<file path="config.mk">
export PLATFORM = sky130hd
export DESIGN_NAME = c_subset_token_lexer_top
export DESIGN_NICKNAME = d
export VERILOG_FILES = /design/src/rtl/cstl_pkg.sv /design/src/rtl/cstl_front.sv /design/src/rtl/cstl_queue.sv /design/src/rtl/cstl_back.sv /design/src/rtl/c_subset_token_lexer_top.sv
export SDC_FILE = /design/constraint.sdc
export NUM_CORES = 1
export LEC_CHECK = 0
export BUFFER_PORTS_ARGS = -buffer_cell sky130_fd_sc_hd__clkbuf_2
export CAP_MARGIN = 20
export CORE_ASPECT_RATIO = 1.25
export CORE_MARGIN = 2
export CORE_UTILIZATION = 60
export DETAILED_ROUTE_END_ITERATION = 6
export PLACE_DENSITY = 0.87
export SLEW_MARGIN = 20
export SYNTH_ARGS = -nofsm -noshare
export SYNTH_HDL_FRONTEND = slang
export SYNTH_SLANG_ARGS = --single-unit
</file>
<file path="constraint.sdc">
create_clock -name clk -period 6.3 [get_ports clk]
set_input_delay 0.315 -clock clk [delete_from_list [all_inputs] [get_ports clk]]
set_output_delay 0.315 -clock clk [all_outputs]
set_load 0.1 [all_outputs]
</file>
<file path="src/rtl/cstl_pkg.sv">
`timescale 1ns / 1ps
`default_nettype none

package cstl_pkg;

  localparam int KW_COUNT        = 9;
  localparam int QUEUE_DEPTH_DEF = 4;
  localparam logic [12:0] TOKEN_LIMIT_RST = 13'd256;

  // token codes
  localparam logic [5:0] TOK_END    = 6'd0;
  localparam logic [5:0] TOK_EQ_EQ  = 6'd10;
  localparam logic [5:0] TOK_NE     = 6'd11;
  localparam logic [5:0] TOK_GE     = 6'd12;
  localparam logic [5:0] TOK_LE     = 6'd13;
  localparam logic [5:0] TOK_INC    = 6'd14;
  localparam logic [5:0] TOK_DEC    = 6'd15;
  localparam logic [5:0] TOK_ADD_EQ = 6'd16;
  localparam logic [5:0] TOK_SUB_EQ = 6'd17;
  localparam logic [5:0] TOK_MUL_EQ = 6'd18;
  localparam logic [5:0] TOK_GT     = 6'd19;
  localparam logic [5:0] TOK_LT     = 6'd20;
  localparam logic [5:0] TOK_ASSIGN = 6'd21;
  localparam logic [5:0] TOK_PLUS   = 6'd22;
  localparam logic [5:0] TOK_MINUS  = 6'd23;
  localparam logic [5:0] TOK_STAR   = 6'd24;
  localparam logic [5:0] TOK_SLASH  = 6'd25;
  localparam logic [5:0] TOK_LPAREN = 6'd26;
  localparam logic [5:0] TOK_RPAREN = 6'd27;
  localparam logic [5:0] TOK_LBRACE = 6'd28;
  localparam logic [5:0] TOK_RBRACE = 6'd29;
  localparam logic [5:0] TOK_NUMBER = 6'd30;
  localparam logic [5:0] TOK_IDENT  = 6'd31;
  localparam logic [5:0] TOK_SEMI   = 6'd54;
  localparam logic [5:0] TOK_COLON  = 6'd55;

  typedef enum logic [1:0] {
    MODE_IDLE   = 2'd0,
    MODE_NUMBER = 2'd1,
    MODE_IDENT  = 2'd2
  } mode_t;

  typedef enum logic [2:0] {
    OP_NONE  = 3'd0,
    OP_EQ    = 3'd1,
    OP_BANG  = 3'd2,
    OP_GT    = 3'd3,
    OP_LT    = 3'd4,
    OP_PLUS  = 3'd5,
    OP_MINUS = 3'd6,
    OP_STAR  = 3'd7
  } op_t;

  // all words caused by one byte; the end marker, if any, is the last slot used
  typedef struct packed {
    logic [1:0]      num;
    logic            eot;
    logic [2:0][5:0] code;
  } bundle_t;

  function automatic logic is_digit(input logic [7:0] b);
    return b inside {["0":"9"]};
  endfunction

  function automatic logic is_ident_start(input logic [7:0] b);
    return (b inside {["a":"z"], ["A":"Z"]}) || (b == "_");
  endfunction

  function automatic logic is_ident_char(input logic [7:0] b);
    return is_ident_start(b) || is_digit(b);
  endfunction

  function automatic op_t op_of(input logic [7:0] b);
    op_t o;
    case (b)
      "=":     o = OP_EQ;
      "!":     o = OP_BANG;
      ">":     o = OP_GT;
      "<":     o = OP_LT;
      "+":     o = OP_PLUS;
      "-":     o = OP_MINUS;
      "*":     o = OP_STAR;
      default: o = OP_NONE;
    endcase
    return o;
  endfunction

  // lone '!' has no single-character token
  function automatic logic [5:0] op_single(input op_t op);
    logic [5:0] c;
    case (op)
      OP_EQ:    c = TOK_ASSIGN;
      OP_GT:    c = TOK_GT;
      OP_LT:    c = TOK_LT;
      OP_PLUS:  c = TOK_PLUS;
      OP_MINUS: c = TOK_MINUS;
      OP_STAR:  c = TOK_STAR;
      default:  c = TOK_END;
    endcase
    return c;
  endfunction

  function automatic logic [5:0] pair_code(input op_t op, input logic [7:0] b);
    logic [5:0] c;
    c = TOK_END;
    case (op)
      OP_EQ:    if (b == "=") c = TOK_EQ_EQ;
      OP_BANG:  if (b == "=") c = TOK_NE;
      OP_GT:    if (b == "=") c = TOK_GE;
      OP_LT:    if (b == "=") c = TOK_LE;
      OP_PLUS:  if (b == "+") c = TOK_INC; else if (b == "=") c = TOK_ADD_EQ;
      OP_MINUS: if (b == "-") c = TOK_DEC; else if (b == "=") c = TOK_SUB_EQ;
      OP_STAR:  if (b == "=") c = TOK_MUL_EQ;
      default:  c = TOK_END;
    endcase
    return c;
  endfunction

  function automatic logic [5:0] punct_code(input logic [7:0] b);
    logic [5:0] c;
    case (b)
      "/":     c = TOK_SLASH;
      "(":     c = TOK_LPAREN;
      ")":     c = TOK_RPAREN;
      "{":     c = TOK_LBRACE;
      "}":     c = TOK_RBRACE;
      ";":     c = TOK_SEMI;
      ":":     c = TOK_COLON;
      default: c = TOK_END;
    endcase
    return c;
  endfunction

  // keyword spelling, first character in the top byte, zero padded
  function automatic logic [47:0] kw_text(input logic [3:0] k);
    logic [47:0] t;
    case (k)
      4'd0:    t = "switch";
      4'd1:    t = {"while", 8'h00};
      4'd2:    t = {"break", 8'h00};
      4'd3:    t = {"case", 16'h0000};
      4'd4:    t = {"else", 16'h0000};
      4'd5:    t = {"void", 16'h0000};
      4'd6:    t = {"for", 24'h000000};
      4'd7:    t = {"int", 24'h000000};
      4'd8:    t = {"if", 32'h00000000};
      default: t = '0;
    endcase
    return t;
  endfunction

  function automatic logic [2:0] kw_len(input logic [3:0] k);
    logic [2:0] l;
    case (k)
      4'd0:                l = 3'd6;
      4'd1, 4'd2:          l = 3'd5;
      4'd3, 4'd4, 4'd5:    l = 3'd4;
      4'd6, 4'd7:          l = 3'd3;
      4'd8:                l = 3'd2;
      default:             l = 3'd0;
    endcase
    return l;
  endfunction

  // zero beyond the keyword's end never matches an identifier character
  function automatic logic [7:0] kw_char(input logic [3:0] k, input logic [2:0] p);
    logic [47:0] t;
    logic [7:0]  c;
    t = kw_text(k);
    c = 8'h00;
    if (p < 3'd6) c = t[8 * (5 - int'(p)) +: 8];
    return c;
  endfunction

  function automatic logic [KW_COUNT-1:0] kw_step(input logic [KW_COUNT-1:0] cand,
                                                  input logic [2:0] len,
                                                  input logic [7:0] b);
    logic [KW_COUNT-1:0] c;
    c = cand;
    for (int k = 0; k < KW_COUNT; k++) begin
      if (kw_char(4'(k), len) != b) c[k] = 1'b0;
    end
    return c;
  endfunction

  function automatic logic [5:0] ident_code(input logic [KW_COUNT-1:0] cand,
                                            input logic [2:0] len);
    logic [5:0] c;
    c = TOK_IDENT;
    for (int k = KW_COUNT - 1; k >= 0; k--) begin
      if (cand[k] && (len == kw_len(4'(k)))) c = 6'(k + 1);
    end
    return c;
  endfunction

endpackage

`default_nettype wire

</file>
<file path="src/rtl/cstl_front.sv">
`timescale 1ns / 1ps
`default_nettype none

module cstl_front (
  input  wire logic           clk,
  input  wire logic           rst_n,
  input  wire logic           take,
  input  wire logic [7:0]     text_byte,
  input  wire logic           end_of_text,
  input  wire logic [12:0]    token_limit,
  output cstl_pkg::bundle_t   bundle,
  output logic                bundle_valid
);
  import cstl_pkg::*;

  mode_t               mode_r, mode_nxt;
  op_t                 pend_r, pend_nxt;
  logic [KW_COUNT-1:0] cand_r, cand_nxt;
  logic [2:0]          len_r, len_nxt;
  logic [12:0]         cnt_r, cnt_nxt;

  logic [1:0] n_v;
  logic [5:0] t0, t1, pc, sc, punct;
  logic       done;
  op_t        op_in;
  logic       a0, a1;
  logic [1:0] e_cnt;

  // lexing: next state and the list of ordinary tokens from this byte
  always_comb begin
    mode_nxt = mode_r;
    pend_nxt = pend_r;
    cand_nxt = cand_r;
    len_nxt  = len_r;
    n_v      = 2'd0;
    t0       = TOK_END;
    t1       = TOK_END;
    done     = 1'b0;
    pc       = TOK_END;
    sc       = TOK_END;
    op_in    = op_of(text_byte);
    punct    = punct_code(text_byte);

    if (mode_r == MODE_IDENT) begin
      if (is_ident_char(text_byte)) begin
        cand_nxt = kw_step(cand_r, len_r, text_byte);
        if (len_r != 3'd7) len_nxt = len_r + 3'd1;
        done = 1'b1;
      end else begin
        t0       = ident_code(cand_r, len_r);
        n_v      = 2'd1;
        mode_nxt = MODE_IDLE;
      end
    end else if (mode_r == MODE_NUMBER) begin
      if (is_digit(text_byte)) done = 1'b1;
      else mode_nxt = MODE_IDLE;
    end

    // an identifier and a held operator never coexist
    if (!done && pend_r != OP_NONE) begin
      pc       = pair_code(pend_r, text_byte);
      sc       = op_single(pend_r);
      pend_nxt = OP_NONE;
      if (pc != TOK_END) begin
        t0   = pc;
        n_v  = 2'd1;
        done = 1'b1;
      end else if (sc != TOK_END) begin
        t0  = sc;
        n_v = 2'd1;
      end
    end

    if (!done) begin
      if (op_in != OP_NONE) begin
        pend_nxt = op_in;
      end else if (punct != TOK_END) begin
        if (n_v == 2'd0) t0 = punct; else t1 = punct;
        n_v = n_v + 2'd1;
      end else if (is_digit(text_byte)) begin
        mode_nxt = MODE_NUMBER;
        if (n_v == 2'd0) t0 = TOK_NUMBER; else t1 = TOK_NUMBER;
        n_v = n_v + 2'd1;
      end else if (is_ident_start(text_byte)) begin
        mode_nxt = MODE_IDENT;
        cand_nxt = kw_step({KW_COUNT{1'b1}}, 3'd0, text_byte);
        len_nxt  = 3'd1;
      end
    end

    if (end_of_text) begin
      if (mode_nxt == MODE_IDENT) begin
        if (n_v == 2'd0) t0 = ident_code(cand_nxt, len_nxt);
        else t1 = ident_code(cand_nxt, len_nxt);
        n_v = n_v + 2'd1;
      end else if (pend_nxt != OP_NONE && op_single(pend_nxt) != TOK_END) begin
        if (n_v == 2'd0) t0 = op_single(pend_nxt); else t1 = op_single(pend_nxt);
        n_v = n_v + 2'd1;
      end
      mode_nxt = MODE_IDLE;
      pend_nxt = OP_NONE;
      cand_nxt = '0;
      len_nxt  = 3'd0;
    end
  end

  // token limit; tokens pass as a prefix, the end marker always goes
  always_comb begin
    a0      = cnt_r < token_limit;
    a1      = ({1'b0, cnt_r} + 14'd1) < {1'b0, token_limit};
    e_cnt   = 2'((n_v >= 2'd1) && a0) + 2'((n_v >= 2'd2) && a1);
    bundle.eot  = end_of_text;
    bundle.num  = e_cnt + 2'(end_of_text);
    bundle.code[0] = (e_cnt >= 2'd1) ? t0 : TOK_END;
    bundle.code[1] = (e_cnt >= 2'd2) ? t1 : TOK_END;
    bundle.code[2] = TOK_END;
    bundle_valid   = take && (bundle.num != 2'd0);
    cnt_nxt        = end_of_text ? 13'd0 : cnt_r + 13'(e_cnt);
  end

  always_ff @(posedge clk) begin
    if (!rst_n) begin
      mode_r <= MODE_IDLE;
      pend_r <= OP_NONE;
      cand_r <= '0;
      len_r  <= 3'd0;
      cnt_r  <= 13'd0;
    end else if (take) begin
      mode_r <= mode_nxt;
      pend_r <= pend_nxt;
      cand_r <= cand_nxt;
      len_r  <= len_nxt;
      cnt_r  <= cnt_nxt;
    end
  end

  a_text_clears: assert property (@(posedge clk) disable iff (!rst_n)
    take && end_of_text |=> cnt_r == 13'd0 && mode_r == MODE_IDLE && pend_r == OP_NONE)
    else $error("text state not cleared after final byte");

  a_ident_no_op: assert property (@(posedge clk) disable iff (!rst_n)
    mode_r == MODE_IDENT |-> pend_r == OP_NONE)
    else $error("operator held inside identifier");

endmodule

`default_nettype wire

</file>
<file path="src/rtl/cstl_queue.sv">
`timescale 1ns / 1ps
`default_nettype none

module cstl_queue #(
  parameter int DEPTH = cstl_pkg::QUEUE_DEPTH_DEF
) (
  input  wire logic              clk,
  input  wire logic              rst_n,
  input  wire logic              push,
  input  wire cstl_pkg::bundle_t push_data,
  input  wire logic              pop,
  output cstl_pkg::bundle_t      head,
  output logic                   empty,
  output logic                   full
);
  import cstl_pkg::*;

  localparam int PW = (DEPTH > 1) ? $clog2(DEPTH) : 1;
  localparam int CW = $clog2(DEPTH + 1);

  bundle_t       slots_r [DEPTH];
  logic [PW-1:0] wr_ptr_r, wr_ptr_nxt;
  logic [PW-1:0] rd_ptr_r, rd_ptr_nxt;
  logic [CW-1:0] count_r, count_nxt;

  assign empty = (count_r == '0);
  assign full  = (count_r == CW'(DEPTH));
  assign head  = slots_r[rd_ptr_r];

  always_comb begin
    wr_ptr_nxt = wr_ptr_r;
    rd_ptr_nxt = rd_ptr_r;
    count_nxt  = count_r;
    if (push) wr_ptr_nxt = (wr_ptr_r == PW'(DEPTH - 1)) ? '0 : wr_ptr_r + PW'(1);
    if (pop)  rd_ptr_nxt = (rd_ptr_r == PW'(DEPTH - 1)) ? '0 : rd_ptr_r + PW'(1);
    if (push && !pop)      count_nxt = count_r + CW'(1);
    else if (pop && !push) count_nxt = count_r - CW'(1);
  end

  always_ff @(posedge clk) begin
    if (!rst_n) begin
      wr_ptr_r <= '0;
      rd_ptr_r <= '0;
      count_r  <= '0;
    end else begin
      wr_ptr_r <= wr_ptr_nxt;
      rd_ptr_r <= rd_ptr_nxt;
      count_r  <= count_nxt;
    end
  end

  always_ff @(posedge clk) begin
    if (push) slots_r[wr_ptr_r] <= push_data;
  end

  a_no_overflow: assert property (@(posedge clk) disable iff (!rst_n)
    !(push && full))
    else $error("queue overflow");

  a_no_underflow: assert property (@(posedge clk) disable iff (!rst_n)
    !(pop && empty))
    else $error("queue underflow");

endmodule

`default_nettype wire

</file>
<file path="src/rtl/cstl_back.sv">
`timescale 1ns / 1ps
`default_nettype none

module cstl_back (
  input  wire logic              clk,
  input  wire logic              rst_n,
  input  wire cstl_pkg::bundle_t head,
  input  wire logic              empty,
  output logic                   pop,
  output logic                   out_tvalid,
  input  wire logic              out_tready,
  output logic [7:0]             out_tdata,
  output logic                   out_tlast
);
  import cstl_pkg::*;

  bundle_t    hold_r, hold_nxt;
  logic       busy_r, busy_nxt;
  logic [1:0] idx_r, idx_nxt;
  logic       final_slot;
  logic       slot_done;
  logic [5:0] code;

  assign final_slot = (idx_r == hold_r.num - 2'd1);
  assign slot_done  = busy_r && out_tready;
  assign pop        = !empty && (!busy_r || (slot_done && final_slot));

  always_comb begin
    hold_nxt = hold_r;
    busy_nxt = busy_r;
    idx_nxt  = idx_r;
    if (pop) begin
      hold_nxt = head;
      busy_nxt = 1'b1;
      idx_nxt  = 2'd0;
    end else if (slot_done) begin
      if (final_slot) busy_nxt = 1'b0;
      else idx_nxt = idx_r + 2'd1;
    end
  end

  always_comb begin
    case (idx_r)
      2'd0:    code = hold_r.code[0];
      2'd1:    code = hold_r.code[1];
      default: code = hold_r.code[2];
    endcase
    out_tvalid = busy_r;
    out_tdata  = {2'b00, code};
    out_tlast  = busy_r && hold_r.eot && final_slot;
  end

  always_ff @(posedge clk) begin
    if (!rst_n) begin
      busy_r <= 1'b0;
      idx_r  <= 2'd0;
    end else begin
      busy_r <= busy_nxt;
      idx_r  <= idx_nxt;
    end
  end

  always_ff @(posedge clk) begin
    hold_r <= hold_nxt;
  end

  a_idx_in_bundle: assert property (@(posedge clk) disable iff (!rst_n)
    busy_r |-> idx_r < hold_r.num)
    else $error("slot index past end of word group");

  a_last_is_end: assert property (@(posedge clk) disable iff (!rst_n)
    out_tlast |-> out_tdata[5:0] == TOK_END)
    else $error("last flag on a non end-marker word");

endmodule

`default_nettype wire

</file>
<file path="src/rtl/c_subset_token_lexer_top.sv">
// Token lexer for a small C subset.
// Input stream: one source byte per word on in_tdata, in_tlast on the final
// byte of a text. Output stream: one token code per word on out_tdata,
// out_tlast set only on the end marker (code 0) that closes each text.
// cfg_data sets the per-text token limit (reset value 256); write it only
// while no text is in flight. cfg_ready is always high.
// A byte yields zero to three words. The lexer front classifies a byte
// combinationally as it is taken and pushes its words as one group into a
// small queue; the output stage sends one word per cycle from that queue
// while out_tready is high. A byte's words pass through a queue slot and
// then the output holding register. Throughput: one byte per cycle if the
// queue has room; the output stage sets the sustained rate.
// When the receiver stalls, the queue fills and in_tready drops; nothing
// is lost. Reset clears the lexer state, the queue and the output stage,
// and restores the token limit to 256.
`timescale 1ns / 1ps
`default_nettype none

module c_subset_token_lexer_top #(
  parameter int QUEUE_DEPTH = cstl_pkg::QUEUE_DEPTH_DEF
) (
  input  wire logic        clk,
  input  wire logic        rst_n,
  input  wire logic        in_tvalid,
  output logic             in_tready,
  input  wire logic [7:0]  in_tdata,   // [7:0] text_byte
  input  wire logic        in_tlast,   // end_of_text
  output logic             out_tvalid,
  input  wire logic        out_tready,
  output logic [7:0]       out_tdata,  // [5:0] token_code, [7:6] zero
  output logic             out_tlast,  // last_token
  input  wire logic        cfg_valid,
  output logic             cfg_ready,
  input  wire logic [12:0] cfg_data    // token_limit
);
  import cstl_pkg::*;

  logic [12:0] limit_r, limit_nxt;
  logic        take;
  bundle_t     grp;
  logic        grp_valid;
  bundle_t     q_head;
  logic        q_empty, q_full, q_pop;

  assign cfg_ready = 1'b1;
  assign in_tready = !q_full;
  assign take      = in_tvalid && in_tready;
  assign limit_nxt = (cfg_valid && cfg_ready) ? cfg_data : limit_r;

  always_ff @(posedge clk) begin
    if (!rst_n) limit_r <= TOKEN_LIMIT_RST;
    else        limit_r <= limit_nxt;
  end

  cstl_front u_front (
    .clk          (clk),
    .rst_n        (rst_n),
    .take         (take),
    .text_byte    (in_tdata),
    .end_of_text  (in_tlast),
    .token_limit  (limit_r),
    .bundle       (grp),
    .bundle_valid (grp_valid)
  );

  cstl_queue #(
    .DEPTH (QUEUE_DEPTH)
  ) u_queue (
    .clk       (clk),
    .rst_n     (rst_n),
    .push      (grp_valid),
    .push_data (grp),
    .pop       (q_pop),
    .head      (q_head),
    .empty     (q_empty),
    .full      (q_full)
  );

  cstl_back u_back (
    .clk        (clk),
    .rst_n      (rst_n),
    .head       (q_head),
    .empty      (q_empty),
    .pop        (q_pop),
    .out_tvalid (out_tvalid),
    .out_tready (out_tready),
    .out_tdata  (out_tdata),
    .out_tlast  (out_tlast)
  );

endmodule

`default_nettype wire
</file>
==> run summary, run 1 <==
STA
-------------------------------------------------------------------------------------
Crit path setup slack, layout                                                700.8 ps
Max-slew headroom at the worst pin                                             40.94%
Post-layout minimum cycle time                                                5599 ps
Least-Margin Pin Slew                                                        883.7 ps
Clk_skew                                                                     13.99 ps
Final period util                                                              88.88%
Highest clock rate                                                          178.6 MHz
Unrepaired setup endpoints after global routing                                 false
Final slew viol count                                                               0
Setup violation total in the final timing report                                    0
Count of final hold-check violations                                                0
Post-Route Setup TNS                                                             0 ps

WORST SETUP PATH
-------------------------------------------------------------------------------------
Critical Path Sink Type                                                     flip-flop
Worst EP arrival                                                              5930 ps
Critical register-to-register path endpoint                              u_queue.count_r[2]
Worst reg2reg path startpoint                                            u_front.mode_r[1]
Crit-path max FO                                                                    9
Crit start category                                                         flip-flop
Crit path required time                                                       6640 ps
Worst Reg2Reg Path Length in Cells                                                 23
Category of the critical setup timing path                                    reg2reg
CP startpoint                                                            u_front.mode_r[1]
R2R setup slack                                                                700 ps

CELLS AND AREA
-------------------------------------------------------------------------------------
Footprint of the multi-input gates                                       0.005399 mm^2
Antenna diodes                                                                      0
Final-layout fill cell count                                                    1,127
Area overhead of the layout relative to synthesis                              9.021%
Final Util                                                                     66.72%
Most frequent standard cell in the layout excluding fill and tap cells   sky130_fd_sc_hd__edfxtp_1
Fraction of final layout cells with drive strength greater than 1              13.31%
Final layout net count                                                          1,049
Highest-count cells in the layout ignoring fill and taps                 75 x sky130_fd_sc_hd__edfxtp_1, 71 x sky130_fd_sc_hd__nand2_1, 64 x sky130_fd_sc_hd__nor2_1, 52 x sky130_fd_sc_hd__dfxtp_1, 48 x sky130_fd_sc_hd__ha_1
Storage cell area                                                        0.003314 mm^2

DETAILED ROUTING
-------------------------------------------------------------------------------------
Via/cell ratio                                                                  6.698
DRC violations left                                                                 0
Routed length per instance                                                   20.90 um
Routed via count                                                                7,810
Overall routed net length                                                   24,370 um
Remaining number of nets flagged by the antenna check after routing                 0
First-pass DRT Iterations                                                           6
Detailed router's first-iteration violation count                                 678

GLOBAL ROUTE
-------------------------------------------------------------------------------------
Global Route Usage Sum                                                         30.58%
Pin count of the biggest net entering global routing                               43
Number of antenna violations at the first check in global routing                   0
First-pass GRT wire length                                                  38,450 um
Global route overflow                                                               0
Via count of the first global-routing pass                                      7,392

CLOCK TREE
-------------------------------------------------------------------------------------
Clock root buffer                                                        sky130_fd_sc_hd__clkbuf_16
TritonCTS clock tree                                                              yes
CTS clock-pin slew for the worst setup and hold paths                           60 ps
Max H-tree Level                                                                    4
Post-CTS setup buffer count                                                         0
Number of hold-repair buffers added at the cts stage                                0
Quantity of gates resized following cts                                             0
Skew-Pair Late Insertion Delay                                                 430 ps
Buffers from clock root to sink, at most                                            2
CTS sink count                                                                    128
CTS Buf Count                                                                      17

LOGIC SYNTHESIS
-------------------------------------------------------------------------------------
Seq/Total Area, Yosys                                                          36.36%
Count of yosys warnings during synthesis                                            0
Post-synthesis async set-or-reset flop share                                       0%
Most used flip-flop cell after synthesis                                 sky130_fd_sc_hd__edfxtp_1
Post-synth EDFFs                                                                   75
Cell area after technology mapping                                       0.009112 mm^2
Mean cell area of the mapped netlist                                       9.433 um^2
Distinct cell type count after synthesis                                           87
Seq cells post-synth                                                              128
Gate count of the mapped netlist                                                  966

HOLD PATH
-------------------------------------------------------------------------------------
Hold Path Class                                                                in2reg
Hold path start                                                           cfg_data[8]
Depth of the worst hold-timing path                                                 3
Worst Hold Path EP                                                         limit_r[8]

FLOORPLAN
-------------------------------------------------------------------------------------
Effective utilization at floorplan                                             61.20%
# rows                                                                             50
Die extent in x                                                              114.2 um
Die extent in y                                                              141.8 um
I/O pin count                                                                      39
Area of the die                                                          0.01620 mm^2
Core area                                                                0.01489 mm^2

PLACE
-------------------------------------------------------------------------------------
Quantity of I/O buffers inserted on ports                                          35
RD Place Congestion                                                             1.020
Worst setup timing slack at the placement stage                              454.2 ps
DP HPWL                                                                     17,760 um

POWER AND IR DROP
-------------------------------------------------------------------------------------
Internal power                                                                1876 uW
Switching power total                                                        985.9 uW
Clock group share of total power                                                34.8%
Portion of total power attributed to combinational logic                        26.5%
Leakage power of the design                                               0.003762 uW
Seq pwr share                                                                   38.7%
Switching part of the total                                                    34.45%
Power per Cell Area                                                      288.0 mW/mm^2
Worst vdd rail ir drop                                                    0.0001662 V

RUN
-------------------------------------------------------------------------------------
Maximum Capacitance Violations                                                      0

STATUS
-------------------------------------------------------------------------------------
Status                                                                   finished, final reports clean

[cells in the mapped netlist, types with 11 or more instances]
cell type	count	area share (%)
sky130_fd_sc_hd__mux4_2	15	3.7
sky130_fd_sc_hd__inv_1	33	1.4
sky130_fd_sc_hd__a21boi_0	11	0.91
sky130_fd_sc_hd__dfxtp_1	53	12
sky130_fd_sc_hd__and2_1	21	1.4
sky130_fd_sc_hd__and3_1	15	1.0
sky130_fd_sc_hd__xnor2_1	21	2.0
sky130_fd_sc_hd__nand4_1	13	0.89
sky130_fd_sc_hd__o211ai_1	15	1.2
sky130_fd_sc_hd__o21ai_0	45	2.5
sky130_fd_sc_hd__a21oi_1	43	2.4
sky130_fd_sc_hd__buf_2	23	1.3
sky130_fd_sc_hd__nor2_1	64	2.6
sky130_fd_sc_hd__nand2_1	71	2.9
sky130_fd_sc_hd__a211oi_1	17	1.4
sky130_fd_sc_hd__ha_1	48	6.6
sky130_fd_sc_hd__clkbuf_1	30	1.2
sky130_fd_sc_hd__nor3_1	17	0.93
sky130_fd_sc_hd__edfxtp_1	75	25
sky130_fd_sc_hd__or3_1	15	1.0
sky130_fd_sc_hd__mux2i_1	21	2.3
sky130_fd_sc_hd__xor2_1	18	1.7
sky130_fd_sc_hd__nand3_1	32	1.8
sky130_fd_sc_hd__a21o_1	11	0.91
sky130_fd_sc_hd__nor2b_1	38	2.6
[cells by family after synthesis]
kind of cell | count (synthesis) | synth area share (%)
AO/OA/AOI/OAI | 260 | 20.43
buffers and inverters | 95 | 4.435
XOR/XNOR | 39 | 3.748
flip-flops | 128 | 36.36
adder cells (fa/ha/maj) | 51 | 7.250
other | 2 | 0.08241
AND/OR/NAND/NOR | 350 | 21.02
multiplexers | 41 | 6.673
[routing by layer]
metal  track usage [%]  up-vias  part of all wire, %
li1                  -     3651                    -
met1             36.48     3703                   39
met2             52.38      374                   50
met3             4.870       82                  6.3
met4             17.01        0                  5.1
met5                 0        -                    0
[through the flow]
stage / instances / instance area, um^2 / power [uW] / hold slack, ps
6_report: 1166 / 9935 / 2862 / 113.8
5_1_grt: 1166 / 9935 / 2972 / 137.7
4_1_cts: 1166 / 9933 / 2873 / 104.6
3_5_place_dp: 1134 / 9325 / 1881 / 510.3
3_3_place_gp: 1134 / 9325 / 1852 / 498.3
2_1_floorplan: 967 / 9116 / 1720 / 413.9
[critical path, cell delays in order (launching register included)]
cell	delay, ps
sky130_fd_sc_hd__dfxtp_1	440
sky130_fd_sc_hd__and4bb_2	310
sky130_fd_sc_hd__o21ai_1	130
sky130_fd_sc_hd__o21ai_2	400
sky130_fd_sc_hd__nor2_1	160
sky130_fd_sc_hd__nor2_1	170
sky130_fd_sc_hd__inv_1	70
sky130_fd_sc_hd__ha_1	270
sky130_fd_sc_hd__a311o_1	300
sky130_fd_sc_hd__and2_1	170
sky130_fd_sc_hd__inv_1	60
sky130_fd_sc_hd__ha_1	230
sky130_fd_sc_hd__nand3b_1	160
sky130_fd_sc_hd__o221a_2	280
sky130_fd_sc_hd__o21a_1	140
sky130_fd_sc_hd__fa_1	610
sky130_fd_sc_hd__nor2_1	70
sky130_fd_sc_hd__nor2_1	140
sky130_fd_sc_hd__ha_1	230
sky130_fd_sc_hd__inv_1	70
sky130_fd_sc_hd__fa_1	430
sky130_fd_sc_hd__xor2_1	160
sky130_fd_sc_hd__or3_1	300
sky130_fd_sc_hd__a21boi_0	200
[sequential cells by signal (all words and copies together), names as in the netlist]
register,flops
u_queue.slots_r,60
u_back.hold_r,15
limit_r,13
u_front.cnt_r,13
u_front.cand_r,9
u_front.len_r,3
u_front.pend_r,3
u_queue.count_r,3
u_back.idx_r,2
u_front.mode_r,2
u_queue.rd_ptr_r,2
u_queue.wr_ptr_r,2
u_back.out_tvalid,1
[power groups by stage]
stage | clock, uW | combinational (uW) | sequential, uW
floorplan | 0 | 635 | 1080
global placement | 0 | 732 | 1120
detailed placement | 0 | 752 | 1130
CTS | 1000 | 760 | 1110
global route | 1040 | 810 | 1120
finish | 995 | 759 | 1110
[worst max-delay path by stage]
stage	endpoint	slack, ps	depth (start not counted)
floorplan	u_queue.count_r[2]	910	24
global placement	u_queue.count_r[2]	650	23
detailed placement	u_queue.count_r[2]	450	23
CTS	u_queue.count_r[2]	740	23
global route	u_queue.count_r[2]	460	23
finish	u_queue.count_r[2]	700	23
[final cells by class]
class / instances / share of cell area (%)
clock inverters: 12 / 1.196
repair buffers: 46 / 2.594
inverters: 34 / 1.285
well taps: 182 / 2.292
multi-input cells: 744 / 54.35
clock buffers: 20 / 4.924
flip-flops and latches: 128 / 33.36
(Power assumes the default switching activity.)
==> inputs of run 2 (changes only) <==
==> constraint.sdc (replaced) <==
create_clock -name clk -period 6.3 [get_ports clk]
set_input_delay 1.89 -clock clk [delete_from_list [all_inputs] [get_ports clk]]
set_output_delay 1.89 -clock clk [all_outputs]
set_load 0.1 [all_outputs]
==> run 2 against run 1 <==
Net effect:
- worst setup slack worse by 780 ps
- die area unchanged
- maximum frequency down 12%
- via count up 6.6%
- largest power group unchanged
- count of clock-buffer cells in the layout down 2
- final area up 8.2%
- first-iteration DRC count up 33%
- the run now ends with DRC, setup timing left
- routed wire length up 8.5%
- flip-flop and latch count unchanged
- critical path type is now in2reg
- power up 2.4%
==> run summary, run 2 (synthesized netlist as in run 1, its figures left out) <==
STATUS
-------------------------------------------------------------------------------------
Status                                                                   complete, but fails checks   was finished, final reports clean
Violated checks                                                          DRC, setup timing

PLACE
-------------------------------------------------------------------------------------
RD Place Congestion                                                             1.067   was 1.020
Quantity of I/O buffers inserted on ports                                          35   unchanged
DP HPWL                                                                     19,270 um   was 17,760 um
Placed cell areas                                                        0.01006 mm^2   was 0.009325 mm^2

CELLS AND AREA
-------------------------------------------------------------------------------------
Max reg flops                                                                      60   unchanged
Final layout net count                                                          1,140   was 1,049
Antenna diodes                                                                      0   unchanged
Final standard cell area without fillers                                 0.01075 mm^2   was 0.009935 mm^2
Highest-count cells in the layout ignoring fill and taps                 97 x sky130_fd_sc_hd__buf_4, 75 x sky130_fd_sc_hd__edfxtp_1, 71 x sky130_fd_sc_hd__nand2_1, 60 x sky130_fd_sc_hd__nor2_1, 52 x sky130_fd_sc_hd__dfxtp_1   was 75 x sky130_fd_sc_hd__edfxtp_1, 71 x sky130_fd_sc_hd__nand2_1, 64 x sky130_fd_sc_hd__nor2_1, 52 x sky130_fd_sc_hd__dfxtp_1, 48 x sky130_fd_sc_hd__ha_1
Final-layout fill cell count                                                    1,063   was 1,127
Most frequent standard cell in the layout excluding fill and tap cells   sky130_fd_sc_hd__buf_4   was sky130_fd_sc_hd__edfxtp_1
Registers with the most flip-flops                                       u_queue.slots_r (60), u_back.hold_r (15)   unchanged
Area overhead of the layout relative to synthesis                              17.92%   was 9.021%
Footprint of the multi-input gates                                       0.005468 mm^2   was 0.005399 mm^2
Fraction of final layout cells with drive strength greater than 1              21.95%   was 13.31%
Register with the most flip-flops                                        u_queue.slots_r   unchanged
Storage cell area                                                        0.003314 mm^2   unchanged

STA
-------------------------------------------------------------------------------------
Post-layout minimum cycle time                                                6377 ps   was 5599 ps
Setup violation total in the final timing report                                    1   was 0
Count of final hold-check violations                                                0   unchanged
Final slew viol count                                                               0   unchanged
Highest clock rate                                                          156.8 MHz   was 178.6 MHz
Crit path setup slack, layout                                               -76.80 ps   was 700.8 ps
Least-Margin Pin Slew                                                        906.9 ps   was 883.7 ps
Post-Route Setup TNS                                                        -76.80 ps   was 0 ps
Clk_skew                                                                     15.65 ps   was 13.99 ps
Final period util                                                              101.2%   was 88.88%
Unrepaired setup endpoints after global routing                                  true   was false
Max-slew headroom at the worst pin                                             39.46%   was 40.94%

POWER AND IR DROP
-------------------------------------------------------------------------------------
Leakage power of the design                                               0.004217 uW   was 0.003762 uW
Seq pwr share                                                                   38.0%   was 38.7%
Power per Cell Area                                                      272.8 mW/mm^2   was 288.0 mW/mm^2
Clock group share of total power                                                33.4%   was 34.8%
Switching power total                                                         1012 uW   was 985.9 uW
Portion of total power attributed to combinational logic                        28.5%   was 26.5%
Worst vdd rail ir drop                                                    0.0001825 V   was 0.0001662 V
Internal power                                                                1919 uW   was 1876 uW
Switching part of the total                                                    34.53%   was 34.45%

DETAILED ROUTING
-------------------------------------------------------------------------------------
Routed length per instance                                                   21.02 um   was 20.90 um
Routed via count                                                                8,327   was 7,810
Remaining number of nets flagged by the antenna check after routing                 0   unchanged
Via/cell ratio                                                                  6.625   was 6.698
Overall routed net length                                                   26,430 um   was 24,370 um
Detailed router's first-iteration violation count                                 901   was 678
DRC violations left                                                                 1   was 0
First-pass DRT Iterations                                                           7   was 6

HOLD PATH
-------------------------------------------------------------------------------------
Worst Hold Path EP                                                       u_back.out_tvalid   was limit_r[8]
Hold Path Class                                                               reg2reg   was in2reg
Hold path start                                                          u_back.out_tvalid   was cfg_data[8]
Depth of the worst hold-timing path                                                 2   was 3

FLOORPLAN
-------------------------------------------------------------------------------------
Die extent in y                                                              141.8 um   unchanged
Die extent in x                                                              114.2 um   unchanged
Area of the die                                                          0.01620 mm^2   unchanged
# rows                                                                             50   unchanged
Core area                                                                0.01489 mm^2   unchanged
I/O pin count                                                                      39   unchanged
Effective utilization at floorplan                                             61.20%   unchanged

GLOBAL ROUTE
-------------------------------------------------------------------------------------
Via count of the first global-routing pass                                      8,065   was 7,392
Global route overflow                                                               0   unchanged
First-pass GRT wire length                                                  41,650 um   was 38,450 um
Pin count of the biggest net entering global routing                               43   unchanged
Global Route Usage Sum                                                         32.96%   was 30.58%
Number of antenna violations at the first check in global routing                   0   unchanged

WORST SETUP PATH
-------------------------------------------------------------------------------------
Crit-path max FO                                                                    4   was 9
Worst reg2reg path startpoint                                            u_front.mode_r[1]   unchanged
Critical register-to-register path endpoint                              u_queue.count_r[2]   unchanged
R2R setup slack                                                               1270 ps   was 700 ps
Category of the critical setup timing path                                     in2reg   was reg2reg
Worst EP arrival                                                              6720 ps   was 5930 ps
Critical Path Sink Type                                                     flip-flop   unchanged
Worst Reg2Reg Path Length in Cells                                                 23   unchanged
Ordered cell list for the critical path                                  buf_8 -> or4_4 -> a21o_1 -> a211oi_2 -> nor2_2 -> inv_2 -> ha_4 -> a311o_1 -> and2_4 -> inv_2 -> ha_4 -> nand3b_1 -> o221a_2 -> o21a_1 -> fa_1 -> nor2_2 -> nor2_2 -> ha_2 -> inv_2 -> fa_2 -> xor2_1 -> or3_1 -> a21boi_1   was and4bb_2 -> o21ai_1 -> o21ai_2 -> nor2_1 -> nor2_1 -> inv_1 -> ha_1 -> a311o_1 -> and2_1 -> inv_1 -> ha_1 -> nand3b_1 -> o221a_2 -> o21a_1 -> fa_1 -> nor2_1 -> nor2_1 -> ha_1 -> inv_1 -> fa_1 -> xor2_1 -> or3_1 -> a21boi_0
Crit path required time                                                       6650 ps   was 6640 ps
CP startpoint                                                             in_tdata[1]   was u_front.mode_r[1]
Crit path largest cell delay                                                   570 ps   was 610 ps
Crit start category                                                      primary input   was flip-flop
Cell with the largest stage delay on the worst path                      sky130_fd_sc_hd__or4_4   was sky130_fd_sc_hd__fa_1

RUN
-------------------------------------------------------------------------------------
Maximum Capacitance Violations                                                      0   unchanged

CLOCK TREE
-------------------------------------------------------------------------------------
Clock root buffer                                                        sky130_fd_sc_hd__clkbuf_16   unchanged
Buffers from clock root to sink, at most                                            2   unchanged
CTS clock-pin slew for the worst setup and hold paths                           60 ps   about the same
Skew-Pair Late Insertion Delay                                                 430 ps   about the same
CTS Buf Count                                                                      17   unchanged
Number of hold-repair buffers added at the cts stage                                0   unchanged
TritonCTS clock tree                                                              yes   unchanged
Max H-tree Level                                                                    4   unchanged
CTS sink count                                                                    128   unchanged

==> run 2: changes by cell type in the layout (fill, tap and decap cells not counted), moves of 2 or more <==
cell	delta
sky130_fd_sc_hd__inv_1	-3
sky130_fd_sc_hd__clkbuf_16	-2
sky130_fd_sc_hd__buf_4	+86
sky130_fd_sc_hd__ha_4	+2
sky130_fd_sc_hd__ha_1	-3
sky130_fd_sc_hd__nor2_2	+4
sky130_fd_sc_hd__inv_2	+3
sky130_fd_sc_hd__nor2_1	-4
sky130_fd_sc_hd__buf_12	+5
sky130_fd_sc_hd__inv_6	-2
==> run 2: worst max-delay path by stage <==
stage                               endpoint  slack, ps
after floorplan           u_queue.count_r[2]       -420
after global placement    u_queue.count_r[2]       -380
after detailed placement  u_queue.count_r[2]       -450
after CTS                 u_queue.count_r[2]        -60
after global routing      u_queue.count_r[2]       -220
final                     u_queue.count_r[2]        -80
==> run 2: through the flow <==
stage	power, uW	hold WS (ps)	setup WS (ps)	instances	util (%)
global placement	1909	485.5	-375.1	1221	67.59
detailed placement	1949	505.1	-451.4	1221	67.59
finish	2931	519.1	-76.80	1257	72.17
CTS	2937	522.1	-59.40	1253	71.61
global route	3039	538.7	-223.4	1257	72.17
floorplan	1726	467.9	-416.2	967	-
==> run 2: layer usage <==
metal,vias up,global-route usage (%),share of wire (%)
li1,3834,-,-
met2,444,57.24,49
met3,131,6.109,7.3
met4,0,18.61,6.0
met5,-,0,0
met1,3918,37.94,37
==> run 2: repair_timing <==
| item | CTS | global route |
|---|---|---|
| gates resized for setup | 2 | 11 |
| cloned | 0 | 0 |
| pin swaps | 1 | 15 |
| endpoints found under the setup margin | 1 | 2 |
| setup buffers | 0 | 4 |
==> run 2: power groups by stage <==
stage | Clock, uW | Sequential [uW] | Combinational, uW
after global placement | 0 | 1120 | 788
after global routing | 1020 | 1130 | 887
after floorplan | 0 | 1080 | 641
after CTS | 987 | 1120 | 832
final | 979 | 1120 | 836
after detailed placement | 0 | 1130 | 818
==> run 2: area by class of cell <==
cell class              instances  area share [%]
inverters                      34           1.188
multi-input cells             744           50.88
flip-flops and latches        128           30.85
clock buffers                  18           4.087
clock inverters                14           1.444
repair buffers                137           9.432
well taps                     182           2.119
==> run 2: worst max-delay path: cells and delay by family <==
kind,cells,cell delay (ps)
and+or+nand+nor,7,1460
xor gates and xnor gates,1,170
AOI/OAI and AO/OA,6,1440
buffers and inverters,4,280
adders and majority gates,5,1480
